**src/myers_shortest_edit_script_assert.svh**
```systemverilog
// Assertion macros shared by the edit script block.
// Uses the clk and rst_n names of the module that includes it.
`ifndef MYERS_SHORTEST_EDIT_SCRIPT_ASSERT_SVH
`define MYERS_SHORTEST_EDIT_SCRIPT_ASSERT_SVH
`ifndef ASSERT_OFF
`define MSES_ASSERT_IMP(lbl, ante, cons, msg) \
  lbl: assert property (@(posedge clk) disable iff (!rst_n) (ante) |-> (cons)) \
    else $error(msg);
`define MSES_ASSERT_NXT(lbl, ante, cons, msg) \
  lbl: assert property (@(posedge clk) disable iff (!rst_n) (ante) |=> (cons)) \
    else $error(msg);
`else
`define MSES_ASSERT_IMP(lbl, ante, cons, msg)
`define MSES_ASSERT_NXT(lbl, ante, cons, msg)
`endif
`endif

```
**src/mses_byte_mem.sv**
```systemverilog
// Byte string store: one write port, one registered read port.
// Depends on nothing.
module mses_byte_mem #(
  parameter int MAX_LEN = 32
) (
  input  logic                                         clk,
  input  logic                                         we,
  input  logic [((MAX_LEN > 1) ? $clog2(MAX_LEN) : 1)-1:0] waddr,
  input  logic [7:0]                                   wdata,
  input  logic [((MAX_LEN > 1) ? $clog2(MAX_LEN) : 1)-1:0] raddr,
  output logic [7:0]                                   rdata
);
  logic [7:0] mem [MAX_LEN];
  logic [7:0] rdata_r;

  always_ff @(posedge clk) begin
    if (we) begin
      mem[waddr] <= wdata;
    end
    rdata_r <= mem[raddr];
  end

  assign rdata = rdata_r;
endmodule

```
**config.mk**
```make
export PLATFORM = sky130hd
export DESIGN_NAME = mses_byte_mem
export DESIGN_NICKNAME = d
export VERILOG_FILES = /design/src/myers_shortest_edit_script_assert.svh /design/src/mses_byte_mem.sv
export SDC_FILE = /design/constraint.sdc
export NUM_CORES = 1
export LEC_CHECK = 0
export ABC_AREA = 1
export BUFFER_PORTS_ARGS = -buffer_cell sky130_fd_sc_hd__buf_2
export CAP_MARGIN = 20
export CORE_MARGIN = 2
export CORE_UTILIZATION = 40
export CTS_CLUSTER_DIAMETER = 60
export DETAILED_ROUTE_END_ITERATION = 6
export GPL_TIMING_DRIVEN = 0
export SYNTH_ARGS = -nofsm -noshare
export SYNTH_HDL_FRONTEND = slang
export SYNTH_SLANG_ARGS = --single-unit
```
**constraint.sdc**
```tcl
create_clock -name clk -period 1.6 [get_ports clk]
set_clock_uncertainty 0.1 [all_clocks]
set_input_delay 0.16 -clock clk [delete_from_list [all_inputs] [get_ports clk]]
set_output_delay 0.16 -clock clk [all_outputs]
set_load 0.01 [all_outputs]
```
Yosys cells after proc, flatten, opt, wreduce, memory -nomap -nowiden. Memories as Yosys holds them, arrays and structs flattened. A register that Yosys moved wholly into a read port is not among the register bits. Index checks and enable logic that the tools add are counted.

Register bits after elaboration: 0. RAM bits: 256. Bits of input ports: 20. Logic and storage cells: 3. Memories: 1.

Multiplexer cells: 2.

Memory list: mem (words 32, width 8, read ports 1, clocked after Yosys merged registers in 1, write ports 1, RTL line mses_byte_mem.sv:13) `logic [7:0] mem [MAX_LEN];`.

Operators with widths (number): 2-to-1 mux 1 bit (2).

Logic depth before layout (Yosys ltp).
Depth in word-level cells: 2. Mapped depth: 11. Depth with buffers taken out: 9.

Least setup slack after synthesis. Ideal clock, no wire load.

Path type: input-to-reg. Start: input waddr[0] in the netlist's numbering. End: memory mem[0][0], enable pin. Library setup time: 370 ps. Arrival time: 824 ps. Data required time: 1130 ps. Path slack: 306 ps. Cell stages on the path: 3. Path buffers: 0. Cells stage by stage: inv_1 -> nand3_1 -> nor2_1.

RTL lines: start: declaration (RTL line mses_byte_mem.sv:8) `input logic [((MAX_LEN > 1) ? $clog2(MAX_LEN) : 1)-1:0] waddr,`; end: declaration (RTL line mses_byte_mem.sv:13).

Straight into the memory's write port.

Worst setup path in the final report.
Start: input waddr[0] in the netlist's numbering. End: memory mem[10][0], enable pin.

Straight into the memory's write port.

==> impl_results.md <==
- Design area: 0.0123 mm2
- Wire length per cell: 20.6 um
- Count leader, synth: nand2_1
- Clock network power share: 43.4%
- Core Rows: 60
- DRC errors left: 0
- Post-synthesis cell type count: 12
- Via count: 7,096
- Final setup fails: 0
- Critical Path End Type: register
- Aggregate routed wire length: 27.6 mm
- Hold Path Class: in2reg
- Synth Area in XOR/XNOR: 0%
- Area Overhead vs Synth: 14.2%
- Critical path class: in2reg
- DIE HEIGHT: 168 um
- Number of global-route vias before repair: 6,762
- Post-DP HPWL: 17.6 mm
- Hold Vio Cnt, Final: 0
- Logic pwr share: 6.6%
- Yosys reg bits: 264
- Clock Tree Root: clkbuf_16
- Power Dens Cells: 1250 mW/mm2
- Synth area leaders: edfxtp_1 71%, nand2_1 13%, nand3_1 9.5%
- CP Data Required Time: 1.66 ns
- I/O Buffers: 24
- Hold Slack: 0.0112 ns
- Final Max Slew Viols: 0
- Die Wd: 168 um
- CTS tree: yes
- Main synth FF type: edfxtp_1
- Die ar.: 0.0283 mm2
- 1st-iter DRT viols: 675
- Post-synth net total: 942
- Initial DRT Pass Iterations: 5
- Max-Cap Viols: 0
- Worst Tran Pin Value: 0.971 ns
- Worst-skew pair later-pin latency: 0.54 ns
- Tmin final: 1.52 ns
- Internal: 12.1 mW
- Post-synth top area cell: edfxtp_1
- Psw: 3.37 mW
- Initial core utilization: 40.4%
- Post-synth EDFFs: 256
- Critical path arrival: 1.58 ns
- Leakage: 4.59 nW
- Largest family of logic cells by synthesized area: simple AND/OR/NAND/NOR gates
- Post-synthesis sequential area ratio: 72.8%
- Status: complete, no violations
- Syn Std Cell Area: 0.0108 mm2
- H-tree level count: 1
- Switching Share: 21.8%
- Max-Slew Margin vs Limit: 35.1%
- Antenna cells: 0
- Async S/R FF share, synth: 0%
- CP startpoint kind: input pin
- Global-route wire length before repair: 40.7 mm
- Final Wtd Congestion: 0.917
- Worst-path maximum fanout: 8
- IR drop worst, VDD: 0.871 mV
- Post-CTS Setup Bufs: 0
- Synth Area in Simple Gates: 23.1%
- Synth top cells by count: 360 x nand2_1, 256 x edfxtp_1, 204 x nand3_1, 32 x nor2_1, 24 x buf_6
- Cells after synthesis: 922
- Placed instance area: 0.0113 mm2
- Non-Filler Instances: 1,340
- Final nets: 997
- Tcrit/Tclk final: 95.1%
- Grt ovf: 0
- TritonCTS Buffers: 28
- Remaining antenna violation count: 0
- GR Util All Layers: 19.4%
- Syn_area_per_cell: 11.7 um2
- Unrepaired setup endpoints after global routing: false
- Clock tree buffer depth: 3
- I/O Pins: 28
- Synth warn: 0
- Clk sinks: 264
- Initial antenna violation count: 0
- Synth Area in Adders: 0%
- Clock slew at reported path FFs: 0.06 ns
- Mux cell area share after synthesis: 0%
- Post-synth top area share: 71.3%
- DR vias/cell: 5.30
- Share of layout cells above drive strength 1: 11.6%
- F_max: 657 MHz
- Share of power burned in registers: 49.9%
- Largest net degree at the start of global routing: 33
- Placed instance count: 1,287
- Synth Area in Compound Gates: 0%
- Core Area: 0.0267 mm2
-- worst max-delay path, stage by stage --
cell	delay (ns)
buf_2	0.11
inv_1	0.06
nand3_1	0.35
nor2_1	0.89
-- registers in the layout (all words and copies together), names as in the netlist --
signal  count
mem       256
rdata       8
-- placed cells by master, fill, tap and decap left out --
cell type | Yosys | final
nor2_1 | 32 | 32
nand3_1 | 204 | 204
clkinv_2 | 0 | 8
dlygate4sd3_1 | 0 | 1
clkbuf_2 | 0 | 2
clkbuf_16 | 0 | 29
buf_4 | 4 | 4
clkbuf_1 | 7 | 7
clkinv_4 | 0 | 2
buf_1 | 2 | 1
buf_6 | 24 | 24
dfxtp_1 | 8 | 8
edfxtp_1 | 256 | 256
bufinv_16 | 0 | 5
buf_2 | 15 | 39
inv_2 | 2 | 2
clkinv_1 | 0 | 6
nand2_1 | 360 | 360
inv_1 | 8 | 8
clkinvlp_4 | 0 | 1
-- through the flow --
stage               total power, mW  setup slack (ns)  TNS (ns)  util [%]
finish                         15.4            0.0781         0      46.1
global route                   15.8            0.0621         0      46.1
CTS                            15.5            0.0947         0      46.1
detailed placement             8.87            -0.460    -79.95      42.4
global placement               8.85            -0.469    -76.61      42.4
floorplan                      8.42             0.306         0         -
-- area by class of cell --
cell class	count	area, um2
inverters	10	37.5
clock inverters	22	238
multi-input cells	596	2490
repair buffers	25	130
plain buffers	52	412
well taps	341	427
clock buffers	30	729
fillers	2413	14400
flip-flops and latches	264	7850
-- worst paths after layout --
check	slack, ns	to	cells past startpoint	start
setup / recovery	0.08	mem[10][0]	4	waddr[0]
setup reg to reg	0.26	rdata[2]	8	mem[5][2]
hold / removal	0.01	rdata[1]	5	raddr[3]
hold reg to reg	0.76	rdata[1]	8	mem[26][1]
-- routing by layer --
layer  share of wire (%)  up-vias  track usage, %  wire (um)
met4                 2.8        0            6.30        773
li1                    -     3322               -          -
met3                 7.8       56            2.73       2160
met5                   0        -               0          0
met1                  44     3401            27.7      12100
met2                  45      317            31.0      12500
-- kinds of logic after synthesis --
logic type    Yosys count
buf+inv                62
simple gates          596
flops                 264
-- what timing repair did --
action,in CTS,in global routing
hold endpoints to repair,2,0
endpoints found under the setup margin,0,2
gates resized for setup,0,3
hold buffers,1,0
-- power groups by stage --
stage                     Sequential, mW  Clock [mW]  Combinational, mW
after floorplan                     7.87           0              0.554
after global placement              7.85           0              0.999
after detailed placement            7.85           0               1.01
after CTS                           7.71        6.76               1.02
after global routing                7.71        7.01               1.12
final                               7.71        6.70               1.03
Note: power is estimated with default switching activity, not from simulation.
