--- src/myers_shortest_edit_script_assert.svh ---
// Assertion macros shared by the edit script block.
// Uses the clk and rst_n names of the module that includes it.
`ifndef MYERS_SHORTEST_EDIT_SCRIPT_ASSERT_SVH
`define MYERS_SHORTEST_EDIT_SCRIPT_ASSERT_SVH
`ifndef ASSERT_OFF
`define MSES_ASSERT_IMP(lbl, ante, cons, msg) \
  lbl: assert property (@(posedge clk) disable iff (!rst_n) (ante) |-> (cons)) \
    else $error(msg);
`define MSES_ASSERT_NXT(lbl, ante, cons, msg) \
  lbl: assert property (@(posedge clk) disable iff (!rst_n) (ante) |=> (cons)) \
    else $error(msg);
`else
`define MSES_ASSERT_IMP(lbl, ante, cons, msg)
`define MSES_ASSERT_NXT(lbl, ante, cons, msg)
`endif
`endif

--- src/mses_pkg.sv ---
// Shared types and codes of the edit script block.
// No dependencies.
package mses_pkg;
  localparam int DEF_MAX_LEN = 32;

  localparam logic [1:0] MODE_SRC = 2'd0;
  localparam logic [1:0] MODE_TGT = 2'd1;
  localparam logic [1:0] MODE_RUN = 2'd2;

  typedef enum logic [1:0] {
    OP_KEEP   = 2'd0,
    OP_DELETE = 2'd1,
    OP_INSERT = 2'd2,
    OP_EMPTY  = 2'd3
  } op_t;

  // Request to the script emitter.
  typedef struct packed {
    logic go;
    logic empty;
  } emit_req_t;
endpackage

--- src/mses_engine.sv ---
// Greedy forward search and traceback over the round history store.
// Depends on mses_pkg and the assertion header.
`include "myers_shortest_edit_script_assert.svh"
module mses_engine #(
  parameter int MAX_LEN = 32
) (
  input  logic                                         clk,
  input  logic                                         rst_n,
  input  logic                                         start,
  input  logic [$clog2(MAX_LEN+1)-1:0]                 n,
  input  logic [$clog2(MAX_LEN+1)-1:0]                 m,
  output logic [((MAX_LEN > 1) ? $clog2(MAX_LEN) : 1)-1:0] src_raddr,
  input  logic [7:0]                                   src_rdata,
  output logic [((MAX_LEN > 1) ? $clog2(MAX_LEN) : 1)-1:0] tgt_raddr,
  input  logic [7:0]                                   tgt_rdata,
  output logic                                         hist_we,
  output logic [2*$clog2(2*MAX_LEN+1)-1:0]             hist_waddr,
  output logic [$clog2(4*MAX_LEN+1)-1:0]               hist_wdata,
  output logic [2*$clog2(2*MAX_LEN+1)-1:0]             hist_raddr,
  input  logic [$clog2(4*MAX_LEN+1)-1:0]               hist_rdata,
  output logic                                         script_we,
  output logic [$clog2(2*MAX_LEN)-1:0]                 script_waddr,
  output mses_pkg::op_t                                script_op,
  output logic                                         done,
  output logic [$clog2(2*MAX_LEN+1)-1:0]               cnt
);
  import mses_pkg::*;

  localparam int LW  = $clog2(MAX_LEN+1);
  localparam int AW  = (MAX_LEN > 1) ? $clog2(MAX_LEN) : 1;
  localparam int DW  = $clog2(2*MAX_LEN+1);
  localparam int VW  = $clog2(4*MAX_LEN+1);
  localparam int SW  = VW + 2;
  localparam int HAW = 2*DW;
  localparam int CW  = $clog2(2*MAX_LEN+1);
  localparam int SAW = $clog2(2*MAX_LEN);
  localparam logic [DW-1:0] D_TOP = DW'(2*MAX_LEN);

  typedef enum logic [3:0] {
    S_IDLE, S_RDA, S_RDB, S_PICK, S_SNK, S_CMP, S_WR,
    S_TBK, S_TBKEEP, S_TBTAIL, S_DONE
  } state_t;

  state_t               state_r;
  logic                 tb_r;
  logic [DW-1:0]        d_r;
  logic signed [SW-1:0] k_r, x_r, y_r, sx_r, sy_r;
  logic [LW-1:0]        n_r, m_r;
  logic [VW-1:0]        lo_r;
  logic                 ins_r;
  logic [CW-1:0]        cnt_r;

  logic signed [SW-1:0] n_s, m_s, d_s, ka, kb, fl, fh, xn, pk, ex, ey;
  logic                 ins;

  function automatic logic [HAW-1:0] haddr(input logic [DW-1:0] row,
                                           input logic signed [SW-1:0] kk);
    logic signed [SW-1:0] ofs;
    ofs = kk + $signed(SW'(2*MAX_LEN));
    return {row, ofs[DW:1]};
  endfunction

  assign n_s = $signed({{(SW-LW){1'b0}}, n_r});
  assign m_s = $signed({{(SW-LW){1'b0}}, m_r});
  assign d_s = $signed({{(SW-DW){1'b0}}, d_r});
  // On an edge diagonal both reads fetch the one neighbor that exists.
  assign ka  = (k_r == -d_s) ? k_r + 1 : k_r - 1;
  assign kb  = (k_r == d_s) ? k_r - 1 : k_r + 1;
  assign fl  = $signed({2'b00, lo_r});
  assign fh  = $signed({2'b00, hist_rdata});

  always_comb begin
    if (k_r == -d_s) begin
      xn = fh;
    end else if (k_r == d_s) begin
      xn = fl + 1;
    end else if (fl < fh) begin
      xn = fh;
    end else begin
      xn = fl + 1;
    end
    ins = (k_r == -d_s) || ((k_r != d_s) && (fl < fh));
    pk  = ins ? k_r + 1 : k_r - 1;
    ex  = ins ? fh : fl;
    ey  = ex - pk;
  end

  // Rows read in a round are written only in the round before, so no bypass.
  always_comb begin
    hist_raddr   = haddr(d_r, (state_r == S_RDB) ? kb : ka);
    hist_we      = (state_r == S_WR) && (d_r != D_TOP);
    hist_waddr   = haddr(DW'(d_r + 1'b1), k_r);
    hist_wdata   = x_r[VW-1:0];
    src_raddr    = x_r[AW-1:0];
    tgt_raddr    = y_r[AW-1:0];
    script_waddr = cnt_r[SAW-1:0];
    script_we    = 1'b0;
    script_op    = OP_KEEP;
    case (state_r)
      S_TBKEEP: begin
        script_we = 1'b1;
        if ((x_r > sx_r) && (y_r > sy_r)) begin
          script_op = OP_KEEP;
        end else begin
          script_op = ins_r ? OP_INSERT : OP_DELETE;
        end
      end
      S_TBTAIL: begin
        script_we = (x_r > 0) && (y_r > 0);
        script_op = OP_KEEP;
      end
      default: begin
        script_we = 1'b0;
      end
    endcase
  end

  always_ff @(posedge clk) begin
    if (!rst_n) begin
      state_r <= S_IDLE;
      tb_r    <= 1'b0;
      cnt_r   <= '0;
    end else begin
      case (state_r)
        S_IDLE: begin
          if (start) begin
            n_r     <= n;
            m_r     <= m;
            d_r     <= '0;
            k_r     <= '0;
            x_r     <= '0;
            y_r     <= '0;
            tb_r    <= 1'b0;
            cnt_r   <= '0;
            state_r <= S_SNK;
          end
        end
        S_RDA: state_r <= S_RDB;
        S_RDB: begin
          lo_r    <= hist_rdata;
          state_r <= S_PICK;
        end
        S_PICK: begin
          if (!tb_r) begin
            x_r     <= xn;
            y_r     <= xn - k_r;
            state_r <= S_SNK;
          end else begin
            ins_r   <= ins;
            sx_r    <= ins ? ex : ex + 1;
            sy_r    <= ins ? ey + 1 : ey;
            state_r <= S_TBKEEP;
          end
        end
        S_SNK: begin
          if ((x_r < n_s) && (y_r < m_s) && (y_r >= 0)) begin
            state_r <= S_CMP;
          end else begin
            state_r <= S_WR;
          end
        end
        S_CMP: begin
          if (src_rdata == tgt_rdata) begin
            x_r     <= x_r + 1;
            y_r     <= y_r + 1;
            state_r <= S_SNK;
          end else begin
            state_r <= S_WR;
          end
        end
        S_WR: begin
          if ((x_r >= n_s) && (y_r >= m_s)) begin
            tb_r    <= 1'b1;
            x_r     <= n_s;
            y_r     <= m_s;
            state_r <= (d_r == '0) ? S_TBTAIL : S_TBK;
          end else if (k_r == d_s) begin
            d_r     <= DW'(d_r + 1'b1);
            k_r     <= -(d_s + 1);
            state_r <= S_RDA;
          end else begin
            k_r     <= k_r + 2;
            state_r <= S_RDA;
          end
        end
        S_TBK: begin
          k_r     <= x_r - y_r;
          state_r <= S_RDA;
        end
        S_TBKEEP: begin
          cnt_r <= cnt_r + 1'b1;
          if ((x_r > sx_r) && (y_r > sy_r)) begin
            x_r <= x_r - 1;
            y_r <= y_r - 1;
          end else begin
            if (ins_r) begin
              y_r <= y_r - 1;
            end else begin
              x_r <= x_r - 1;
            end
            d_r     <= DW'(d_r - 1'b1);
            state_r <= (d_r == DW'(1)) ? S_TBTAIL : S_TBK;
          end
        end
        S_TBTAIL: begin
          if ((x_r > 0) && (y_r > 0)) begin
            cnt_r <= cnt_r + 1'b1;
            x_r   <= x_r - 1;
            y_r   <= y_r - 1;
          end else begin
            state_r <= S_DONE;
          end
        end
        S_DONE: state_r <= S_IDLE;
        default: state_r <= S_IDLE;
      endcase
    end
  end

  assign done = (state_r == S_DONE);
  assign cnt  = cnt_r;

  `MSES_ASSERT_IMP(a_start_idle, start, state_r == S_IDLE, "engine started while busy")
  `MSES_ASSERT_IMP(a_cnt_bound, done, cnt_r <= (CW'(n_r) + CW'(m_r)), "script longer than n+m")
  `MSES_ASSERT_IMP(a_push_tb, script_we, tb_r, "script push outside traceback")
  `MSES_ASSERT_IMP(a_round_bound, (state_r == S_WR) && !tb_r, d_r <= (CW'(n_r) + CW'(m_r)), "search round past n+m")
endmodule

--- config.mk ---
export PLATFORM = sky130hd
export DESIGN_NAME = mses_engine
export DESIGN_NICKNAME = d
export VERILOG_FILES = /design/src/mses_pkg.sv /design/src/mses_engine.sv
export VERILOG_INCLUDE_DIRS = /design/src /design/src/src
export SDC_FILE = /design/constraint.sdc
export NUM_CORES = 1
export LEC_CHECK = 0
export BUFFER_PORTS_ARGS = -buffer_cell sky130_fd_sc_hd__buf_2
export CAP_MARGIN = 25
export CORE_ASPECT_RATIO = 0.75
export CORE_UTILIZATION = 62
export CTS_CLUSTER_DIAMETER = 80
export DETAILED_ROUTE_END_ITERATION = 6
export GPL_ROUTABILITY_DRIVEN = 1
export PLACE_DENSITY = 0.81
export SLEW_MARGIN = 20
export SYNTH_ARGS = -nofsm -noshare
export SYNTH_HDL_FRONTEND = slang
export SYNTH_SLANG_ARGS = --single-unit
--- constraint.sdc ---
create_clock -name clk -period 10 [get_ports clk]
set_input_delay 0.5 -clock clk [delete_from_list [all_inputs] [get_ports clk]]
set_output_delay 0.5 -clock clk [all_outputs]
set_load 0.03 [all_outputs]
Yosys cells after proc, flatten, opt, wreduce, memory -nomap -nowiden

Index checks and enable logic that the tools add are counted.

Flip-flop bits (word level): 90
Latch bits: 0
RAM bits: 0
ROM bits: 0
Bits of input ports: 39
Output and inout bits: 64
Memories: 0

$add $sub $neg: 21
$mul: 0
Divide/modulo/power cells: 0
Order comparisons: 10
Equal/unequal tests: 27
Shift operators: 0
Muxes and demuxes: 52
Bitwise operators: 0
Reductions and logical operators: 25

Operators by type and width:

| cell                    | number |
|---|---|
| $mux W10                | 17 |
| $pmux W10 S6            | 2 |
| $pmux W7 S3             | 2 |
| $add A10 B2 Y10 const B | 4 |
| $pmux W4 S10            | 1 |
| $mux W9                 | 4 |
| $mux W7                 | 5 |
| $mux W8                 | 4 |
| $pmux W10 S3            | 1 |
| $sub A10 B2 Y10 const B | 3 |
| $mux W4                 | 7 |
| $ge A10 B7 Y1           | 2 |
| $gt A10 B1 Y1 const B   | 2 |
| $gt A10 B10 Y1          | 2 |
| $lt A10 B7 Y1           | 2 |
| $sub A10 B10 Y10        | 2 |
| $add A8 B1 Y9 const B   | 2 |
| $add A8 B8 Y8 const B   | 2 |
| $eq A4 B3 Y1 const B    | 4 |
| $ne A2 B2 Y1 const B    | 8 |
| $reduce_and A8 Y1       | 2 |
| $reduce_and A3 Y1       | 5 |
| $add A7 B1 Y7 const B   | 2 |
| $eq A4 B4 Y1 const B    | 3 |
| other kinds (31)        | 47 |

Logic depth before layout (Yosys ltp)

Gate-level depths: netlist (run 1).

Depth after elaboration: 7
Depth in mapped cells: 23

Worst setup path before layout (run 1)

No wires, ideal clock.

Kind: reg-to-reg
Start point: register d_r[0]
End point: register sy_r[9], data pin
Setup time: 0.260 ns
Arrival: 4.951 ns
Data required time: 9.740 ns
Slack: 4.789 ns
Cell stages (with the launch flop): 24
Clock period less this slack: 5.211 ns
Cells stage by stage: edfxtp_1 -> buf_6 -> inv_1 -> ha_1 -> xor2_1 -> a31oi_1 -> o2111a_1 -> nand4_4 -> and2_4 -> buf_4 -> buf_6 -> mux2_2 -> inv_1 -> ha_1 -> fa_1 -> nor2b_1 -> o21a_1 -> nor3_1 -> a2111oi_1 -> o211ai_1 -> nor4_2 -> nand2b_1 -> o22ai_1 -> xnor2_1

Longest elaborated chain between the ends: 7

RTL lines:

| element                                                      | line                                 | text |
|---|---|---|
| start: declaration                                           | mses_engine.sv:46                    | `logic [DW-1:0] d_r;` |
| start signal: assignment                                     | mses_engine.sv:178                   | `d_r <= DW'(d_r + 1'b1);` |
| start signal: assignment                                     | mses_engine.sv:201                   | `d_r <= DW'(d_r - 1'b1);` |
| $neg A7 Y10 / $ne A10 B8 Y1 (equally long branches)          | mses_engine.sv:82                    | `ins = (k_r == -d_s) \|\| ((k_r != d_s) && (fl < fh));` |
| $eq A10 B10 Y1 / $logic_and A1 B1 Y1 (equally long branches) | mses_engine.sv:82                    |  |
| $logic_or A1 B1 Y1 *                                         | mses_engine.sv:82                    |  |
| $mux W8 / $mux W10 (equally long branches)                   | mses_engine.sv:84, mses_engine.sv:83 |  |
| $sub A9 B10 Y10                                              | mses_engine.sv:85                    | `ey = ex - pk;` |
| $add A10 B2 Y10                                              | mses_engine.sv:151                   | `sy_r <= ins ? ey + 1 : ey;` |
| $mux W10 *                                                   | mses_engine.sv:151                   |  |
| end signal: assignment                                       | mses_engine.sv:151                   |  |
| end: declaration                                             | mses_engine.sv:47                    | `logic signed [SW-1:0] k_r, x_r, y_r, sx_r, sy_r;` |

Every way passes the cells marked *; elsewhere a longest branch is shown, timed or not.
A chain may end at the register's enable or synchronous reset.

Final worst setup path (run 1)

Start point: register d_r[1]
End point: register sy_r[9], data pin

Same word-level chain as after synthesis.

==> results.ini, run 1 <==
[logic_synthesis]
syn_nets=1082
async_flop_share=0
syn_area_per_cell_um2=8.96
ys_ff_latch=89
synth.cell_area_mm2=0.00845
synth.area.top_cells=edfxtp_1 27%, ha_1 14%, xnor2_1 7.6%, inv_1 3.6%, o21ai_0 3.6%
synth-main-ff-cell=edfxtp_1
ys_warn_count=0
yosysUniqueCellTypes=74
synth_edf_count=77
synth_top_cell_area_share=0.274
yosysSeqAreaShare=0.302
synth_area_leader_cell=edfxtp_1
synthCells=943

[routing]
drt-total-wl_mm=22.7
routedWlPerCell_um=19.4
num_vias=7205
ant_nets=0
dr.pass1.iters=5
drcViolationCount=0
drt_iter0_drc=740
vias_per_cell=6.14

[clock_tree]
cts_tree=built
cts.sinks=89
cts_made_buffers=9
cts.htree.levels=3
cts_resized=0
clk_latency_ns=0.36
clkTransAtPathRegs_ns=0.07
hold_buffers=0
clock_path_buffers=2
post-cts-setup-buffers=0
clockRootBuffer=clkbuf_16

[grt]
antenna_found_initial=0
grt_pass1_vias=6439
grt_overflow_total=0
grt_pass1_wl_mm=34.6
grt.total_usage=0.330
grt_max_degree=50

[layout]
diodes=0
n_fill_cell=1060
drive_gt1_frac=0.145
syn2layout_area_growth_pct=8.13
final_nets=1136
layout.cells.non_filler=1173
mostFrequentLayoutCell=buf_2
final_cell_mix=102 x buf_2, 95 x ha_1, 81 x inv_1

[critical_path]
worst-path-max-fanout=49
arrival_ns=5.49
setup.worst_path.end_class=flop
required_ns=10.09
crit_type=flop to flop
critPathLaunch=d_r[1]
startpoint_type=flop
rr_startpoint=d_r[1]
reg2reg_slack_ns=4.60

[placement]
hpwl_mm=17.7
place.port_buffers=102
gp_congestion=0.955
dpl.cell_count=1157

[min_path]
worstHoldPathType=input port to flop
min_from=n[1]

[power]
p_leak_uw=0.00400
power.density_mw_per_mm2=202
ir_drop_mv=0.110

[sta]
report.final.slew_viol_count=0
fin_skew_ns=0.0132
worst_pin_slew_ns=1.07
rsz0062_at_grt=false
fin_setup_tns_ns=0
period_share=0.540
fin_crit_ns=5.40
slew_headroom=0.286
clock.fmax_mhz=185
hold_viol=0
setup_viol=0

[die]
io_pins=103
start_util=0.642
rows=36
die_h_um=103
die_x_um=137
coreArea_mm2=0.0132
dieArea_mm2=0.0141

[job]
maxCapViolCount=0

[run_status]
status=finished clean

## path summary, 6_finish.rpt
path | depth (start not counted) | to
max reg2reg | 20 | sy_r[9]
min reg2reg | 2 | cnt[6]
max | 20 | sy_r[9]
min | 1 | n_r[1]
## state kept, by name, indices dropped and copies added (netlist names)
register	cells
cnt	7
d_r	7
ins_r	1
k_r	10
lo_r	8
m_r	6
n_r	6
state_r	4
sx_r	9
sy_r	10
tb_r	1
x_r	10
y_r	10
## cell type report
| class | count | area [um2] | area share |
|---|---|---|---|
| Inverter | 82 | 308 | 0.0337 |
| Clock buffer | 12 | 246 | 0.0270 |
| Sequential cell | 89 | 2550 | 0.279 |
| Tap cell | 171 | 214 | 0.0234 |
| Clock inverter | 4 | 76.3 | 0.00835 |
| Multi-Input combinational cell | 708 | 5190 | 0.568 |
| Timing Repair Buffer | 107 | 548 | 0.0600 |
## worst max-delay path: stages, from the launching register on
cell       delay [ns]
edfxtp_1         0.53
inv_1            0.19
ha_1             0.26
nor2b_1          0.39
a221o_1          0.21
nand2_1          0.08
nand4_4          0.11
and2_4           0.47
nor2_1           0.15
a21oi_1          0.27
inv_1            0.13
ha_1             0.30
nor2b_1          0.13
o31a_1           0.26
o31a_1           0.28
a2111oi_1        0.45
o211ai_1         0.22
nor4_2           0.33
nand2b_1         0.10
o22ai_1          0.16
xnor2_1          0.09
## routing by layer
layer	routed length, um	vias up	share of wire	GRT usage
li1	-	3451	-	-
met5	0	-	0	0
met4	347	0	0.015	0.0862
met2	9750	375	0.43	0.497
met1	10100	3343	0.44	0.468
met3	2590	36	0.11	0.0900
## cell families after synthesis
family          count (synthesis)  share of synthesized area
simple gates                  261                      0.159
compound gates                232                      0.178
buf+inv                       146                     0.0847
xor+xnor                      104                      0.110
fa+ha+maj                     100                      0.153
flops                          89                      0.302
mux                            11                     0.0135
## cells in the mapped netlist, types with 4 or more instances
library cell   n
fa_1           5
buf_6          4
o21a_1        13
nor2b_1       21
o22ai_1       11
nand3_1       23
a21o_1        25
dfxtp_1       12
nand2b_1      20
o211ai_1       7
nand4_1       12
a31oi_1       11
edfxtp_1      77
o21ai_0       60
a221o_1        5
nor3_1        21
a211oi_1       4
xnor2_1       73
mux2i_1        8
clkbuf_1      16
buf_2         10
xor2_1        29
nor2_1        56
inv_1         81
buf_4         33
and2_1         6
or2_2          5
ha_1          95
a21oi_1       50
nand2_1       66
o221ai_1       9
and3_1         7
or3_1          5
## metrics by stage
| stage | setup slack [ns] | area [um2] | power, uW | hold slack (ns) | utilization |
|---|---|---|---|---|---|
| floorplan | 4.79 | 8450 | 1220 | 0.488 | - |
| global placement | 4.93 | 8800 | 1420 | 0.495 | 0.669 |
| detailed placement | 4.67 | 8810 | 1440 | 0.507 | 0.670 |
| CTS | 4.64 | 9130 | 1820 | 0.311 | 0.694 |
| global route | 4.15 | 9140 | 1940 | 0.313 | 0.695 |
| finish | 4.60 | 9140 | 1840 | 0.319 | 0.695 |
## power breakdown
part           internal (uW)  switching, uW  leakage, uW  total, uW
Clock                    227            152     0.000153        379
Combinational            336            558      0.00304        894
Sequential               471            101     0.000816        572
Total                   1030            811      0.00400       1840
Power figures use the tool's default switching activity.
==> inputs of run 2 (changes only) <==
--- a/config.mk
+++ b/config.mk
@@ -9,11 +9,11 @@
 export BUFFER_PORTS_ARGS = -buffer_cell sky130_fd_sc_hd__buf_2
 export CAP_MARGIN = 25
 export CORE_ASPECT_RATIO = 0.75
-export CORE_UTILIZATION = 62
+export CORE_UTILIZATION = 60
 export CTS_CLUSTER_DIAMETER = 80
 export DETAILED_ROUTE_END_ITERATION = 6
 export GPL_ROUTABILITY_DRIVEN = 1
-export PLACE_DENSITY = 0.81
+export PLACE_DENSITY = 0.79
 export SLEW_MARGIN = 20
 export SYNTH_ARGS = -nofsm -noshare
 export SYNTH_HDL_FRONTEND = slang
==> constraint.sdc (replaced) <==
create_clock -name clk -period 5 [get_ports clk]
set_input_delay 0.25 -clock clk [delete_from_list [all_inputs] [get_ports clk]]
set_output_delay 0.25 -clock clk [all_outputs]
set_load 0.03 [all_outputs]
==> results.ini, run 2 (synthesis results as in run 1) <==
[placement]
place.port_buffers=102
gp_congestion=0.988
placed_area_mm2=0.00895
dp_slack_ns=0.221
hpwl_mm=18.0

[layout]
mostFrequentLayoutCell=buf_2
drive_gt1_frac=0.160
n_fill_cell=1133
diodes=0
final_nets=1152
syn2layout_area_growth_pct=9.27
stdcell_area_mm2=0.00923
final_cell_mix=102 x buf_2, 94 x ha_1, 80 x inv_1

[power]
p_leak_uw=0.00406
power.density_mw_per_mm2=390
pwr-share-comb=0.508
power.internal_uw=1990
ir_drop_mv=0.242
p_sw_frac=0.448
seqPwrFrac=0.309
switching_power_uw=1610
p_clk_frac=0.183

[sta]
hold_viol=0
period_share=0.934
fin_skew_ns=0.00837
worst_pin_slew_ns=1.03
slew_headroom=0.309
fin_crit_ns=4.67
hold_slack_ns=0.0618
setup_slack_ns=0.332
report.final.slew_viol_count=0
clock.fmax_mhz=214
setup_viol=0

[routing]
dr.pass1.iters=7
drt-total-wl_mm=23.2
ant_nets=0
vias_per_cell=6.17
num_vias=7358
drt_iter0_drc=862
drcViolationCount=2
routedWlPerCell_um=19.4

[clock_tree]
clk_latency_ns=0.36
post-cts-setup-buffers=0
hold_buffers=0
clkTransAtPathRegs_ns=0.07
cts_tree=built
cts.sinks=89
cts.htree.levels=3
cts_resized=0
clockRootBuffer=clkbuf_16
cts_made_buffers=9
clock_path_buffers=2

[critical_path]
startpoint_type=flop
required_ns=5.11
crit_type=flop to flop
worst-path-max-fanout=14
setup.worst_path.end_class=flop
arrival_ns=4.78
reg2regPathDepth=19

[die]
rows=37
start_util=0.615
die_h_um=105
dieArea_mm2=0.0146
die_x_um=139
io_pins=103
coreArea_mm2=0.0137

[grt]
grt.total_usage=0.324
grt_pass1_wl_mm=36.0
antenna_found_initial=0
grt_overflow_total=0
grt_max_degree=28
grt_pass1_vias=6562

[job]
maxCapViolCount=0

[run_status]
violations=design-rule violations
status=finished, violations left

[min_path]
worstHoldPathType=input port to flop
whs_path_depth=1

[run 2: cell types whose count changed in the layout (fill, tap and decap cells not counted), sizes merged]
cell,before,now
and2,8,9
buf,107,122
bufinv,2,0
clkbuf,12,9
clkinv,0,2
clkinvlp,1,2
inv,83,85
[run 2: path summary, 6_finish.rpt]
kind             end  startpoint  slack, ns
max          sy_r[9]      d_r[0]       0.33
min           n_r[1]        n[1]       0.06
max reg2reg  sy_r[9]      d_r[0]       0.33
min reg2reg   cnt[6]      cnt[6]       0.54
[run 2: final cells by class]
| class | instances | area, um2 | area share |
|---|---|---|---|
| flip-flops and latches | 89 | 2550 | 0.276 |
| inverters | 82 | 312 | 0.0337 |
| well taps | 175 | 219 | 0.0237 |
| clock buffers | 9 | 225 | 0.0244 |
| repair buffers | 122 | 661 | 0.0716 |
| multi-input cells | 709 | 5210 | 0.564 |
| clock inverters | 7 | 52.6 | 0.00569 |
[run 2: metal layers]
layer	share of wire	GRT usage	vias up	wire length, um
li1	-	-	3481	-
met2	0.43	0.482	396	9890
met1	0.45	0.474	3448	10400
met4	0.016	0.0794	0	367
met5	0	0	-	0
met3	0.11	0.0715	33	2500
[run 2: power groups by stage]
stage | combinational [uW] | sequential (uW) | clock, uW
2_1_floorplan | 1400 | 1050 | 0
3_3_place_gp | 1750 | 1120 | 0
3_5_place_dp | 1780 | 1120 | 0
4_1_cts | 1790 | 1110 | 663
5_1_grt | 1980 | 1120 | 690
6_report | 1830 | 1110 | 658
[run 2: critical path, stage by stage (launching register included)]
cell and delay (ns):
edfxtp_1 0.45, buf_4 0.20, nor3_4 0.21, nor3b_2 0.28, xnor3_1 0.30, nand4_4 0.16
and2_4 0.28, nor2_1 0.10, a21oi_1 0.22, inv_1 0.11, ha_1 0.29, nor2b_1 0.14
o31a_1 0.27, o31a_1 0.29, o21a_1 0.20, o21a_1 0.19, or2_2 0.33, nand2b_1 0.15
o22ai_1 0.17, xnor2_1 0.08
[run 2: per-stage QoR]
stage	TNS (ns)	utilization	std cells	power, uW
finish	0	0.671	1193	3600
global route	-0.00137	0.671	1193	3790
CTS	0	0.671	1192	3560
detailed placement	0	0.651	1176	2900
global placement	0	0.651	1176	2870
floorplan	0	-	943	2450
==> inputs of run 3 (changes only) <==
--- a/config.mk
+++ b/config.mk
@@ -9,11 +9,11 @@
 export BUFFER_PORTS_ARGS = -buffer_cell sky130_fd_sc_hd__buf_2
 export CAP_MARGIN = 25
 export CORE_ASPECT_RATIO = 0.75
-export CORE_UTILIZATION = 60
+export CORE_UTILIZATION = 62
 export CTS_CLUSTER_DIAMETER = 80
 export DETAILED_ROUTE_END_ITERATION = 6
 export GPL_ROUTABILITY_DRIVEN = 1
-export PLACE_DENSITY = 0.79
+export PLACE_DENSITY = 0.81
 export SLEW_MARGIN = 20
 export SYNTH_ARGS = -nofsm -noshare
 export SYNTH_HDL_FRONTEND = slang
==> constraint.sdc (replaced) <==
create_clock -name clk -period 5.78 [get_ports clk]
set_input_delay 0.289 -clock clk [delete_from_list [all_inputs] [get_ports clk]]
set_output_delay 0.289 -clock clk [all_outputs]
set_load 0.03 [all_outputs]
==> results.ini, run 3 (synthesis results as in run 1) <==
[placement]
gp_congestion=0.918
place.port_buffers=102
hpwl_mm=17.7

[die]
dieArea_mm2=0.0141
die_h_um=103
coreArea_mm2=0.0132
rows=36
start_util=0.642
die_x_um=137
io_pins=103

[grt]
grt_max_degree=50
grt_pass1_wl_mm=35.2
grt.total_usage=0.336
antenna_found_initial=0
grt_pass1_vias=6534
grt_overflow_total=0

[clock_tree]
cts.sinks=89
clock_path_buffers=2
cts.htree.levels=3
clkTransAtPathRegs_ns=0.07
cts_made_buffers=9
post-cts-setup-buffers=0
clockRootBuffer=clkbuf_16
cts_tree=built
hold_buffers=0
clk_latency_ns=0.36
cts_resized=0

[routing]
vias_per_cell=6.22
drcViolationCount=0
dr.pass1.iters=6
routedWlPerCell_um=19.7
drt_iter0_drc=846
drt-total-wl_mm=23.1
num_vias=7320
ant_nets=0

[critical_path]
r2r-end=sy_r[9]
rr_startpoint=d_r[0]
startpoint_type=flop
arrival_ns=5.29
critPathLaunch=d_r[0]
required_ns=5.88
reg2regPathDepth=20
setup.worst_path.end_class=flop
worst-path-max-fanout=25
reg2reg_slack_ns=0.59
crit_type=flop to flop

[job]
maxCapViolCount=0

[sta]
fin_crit_ns=5.19
fin_skew_ns=0.0114
hold_slack_ns=0.102
slew_headroom=0.324
fin_setup_tns_ns=0
worst_pin_slew_ns=1.01
period_share=0.898
setup_viol=0
report.final.slew_viol_count=0
rsz0062_at_grt=false
hold_viol=0
clock.fmax_mhz=193

[min_path]
whs_path_depth=1
hold_path_end=m_r[4]
worstHoldPathType=input port to flop
min_from=m[4]

[layout]
diodes=0
multi_input_area_mm2=0.00519
mostFrequentLayoutCell=buf_2
syn2layout_area_growth_pct=8.14
final_nets=1140
regArea_mm2=0.00255
final_cell_mix=103 x buf_2, 95 x ha_1, 81 x inv_1
drive_gt1_frac=0.149
n_fill_cell=1017

[power]
ir_drop_mv=0.236
p_leak_uw=0.00402
power.density_mw_per_mm2=342

[run_status]
status=finished clean

==> run 3: changes by cell type in the layout (fill, tap and decap cells not counted), sizes merged <==
| cell | before | now |
|---|---|---|
| bufinv | 0 | 1 |
| buf | 122 | 110 |
| clkinvlp | 2 | 1 |
==> run 3: how the worst max path moves through the flow <==
stage / end / slack [ns]
global route: sy_r[9] / 0.10
global placement: sy_r[9] / 0.77
CTS: sy_r[9] / 0.52
finish: sy_r[9] / 0.59
detailed placement: sy_r[9] / 0.55
floorplan: sy_r[9] / 0.57
==> run 3: report_power, final <==
group / internal [uW] / switching [uW] / total (uW)
Sequential: 815 / 171 / 985
Combinational: 586 / 942 / 1530
Clock: 340 / 272 / 612
==> run 3: layer usage <==
| layer | share of wire | global-route usage | vias up |
|---|---|---|---|
| li1 | - | - | 3458 |
| met1 | 0.43 | 0.469 | 3388 |
| met4 | 0.017 | 0.0854 | 0 |
| met3 | 0.13 | 0.123 | 39 |
| met2 | 0.42 | 0.491 | 435 |
| met5 | 0 | 0 | - |
==> run 3: metrics by stage <==
| step | instance area (um2) | total power, uW | util | std cells | setup slack, ns |
|---|---|---|---|---|---|
| after floorplan | 8450 | 2110 | - | 943 | 0.569 |
| after global placement | 8800 | 2440 | 0.669 | 1156 | 0.770 |
| after detailed placement | 8810 | 2470 | 0.670 | 1158 | 0.546 |
| after CTS | 9110 | 3080 | 0.693 | 1174 | 0.517 |
| after global routing | 9140 | 3300 | 0.695 | 1177 | 0.103 |
| final | 9140 | 3120 | 0.695 | 1177 | 0.591 |
==> run 3: cell type report <==
type / instances / share of cell area
Multi-Input combinational cell: 709 / 0.568
Sequential cell: 89 / 0.279
Timing Repair Buffer: 110 / 0.0622
Inverter: 82 / 0.0337
Clock buffer: 9 / 0.0246
Tap cell: 171 / 0.0234
Clock inverter: 7 / 0.00835
==> run 3: worst max-delay path: stages (launching register included) <==
cell and delay (ns):
edfxtp_1 0.58, inv_1 0.14, ha_1 0.38, xor2_1 0.17, a31oi_1 0.17, o2111a_1 0.25, nand4_4 0.19, and2_4 0.31
mux2_2 0.27, inv_1 0.05, ha_1 0.22, fa_1 0.41, nor2b_1 0.13, o21a_1 0.16, nor3_1 0.07, a2111oi_1 0.51
o211ai_1 0.22, nor4_2 0.34, nand2b_1 0.10, o22ai_1 0.18, xnor2_1 0.08
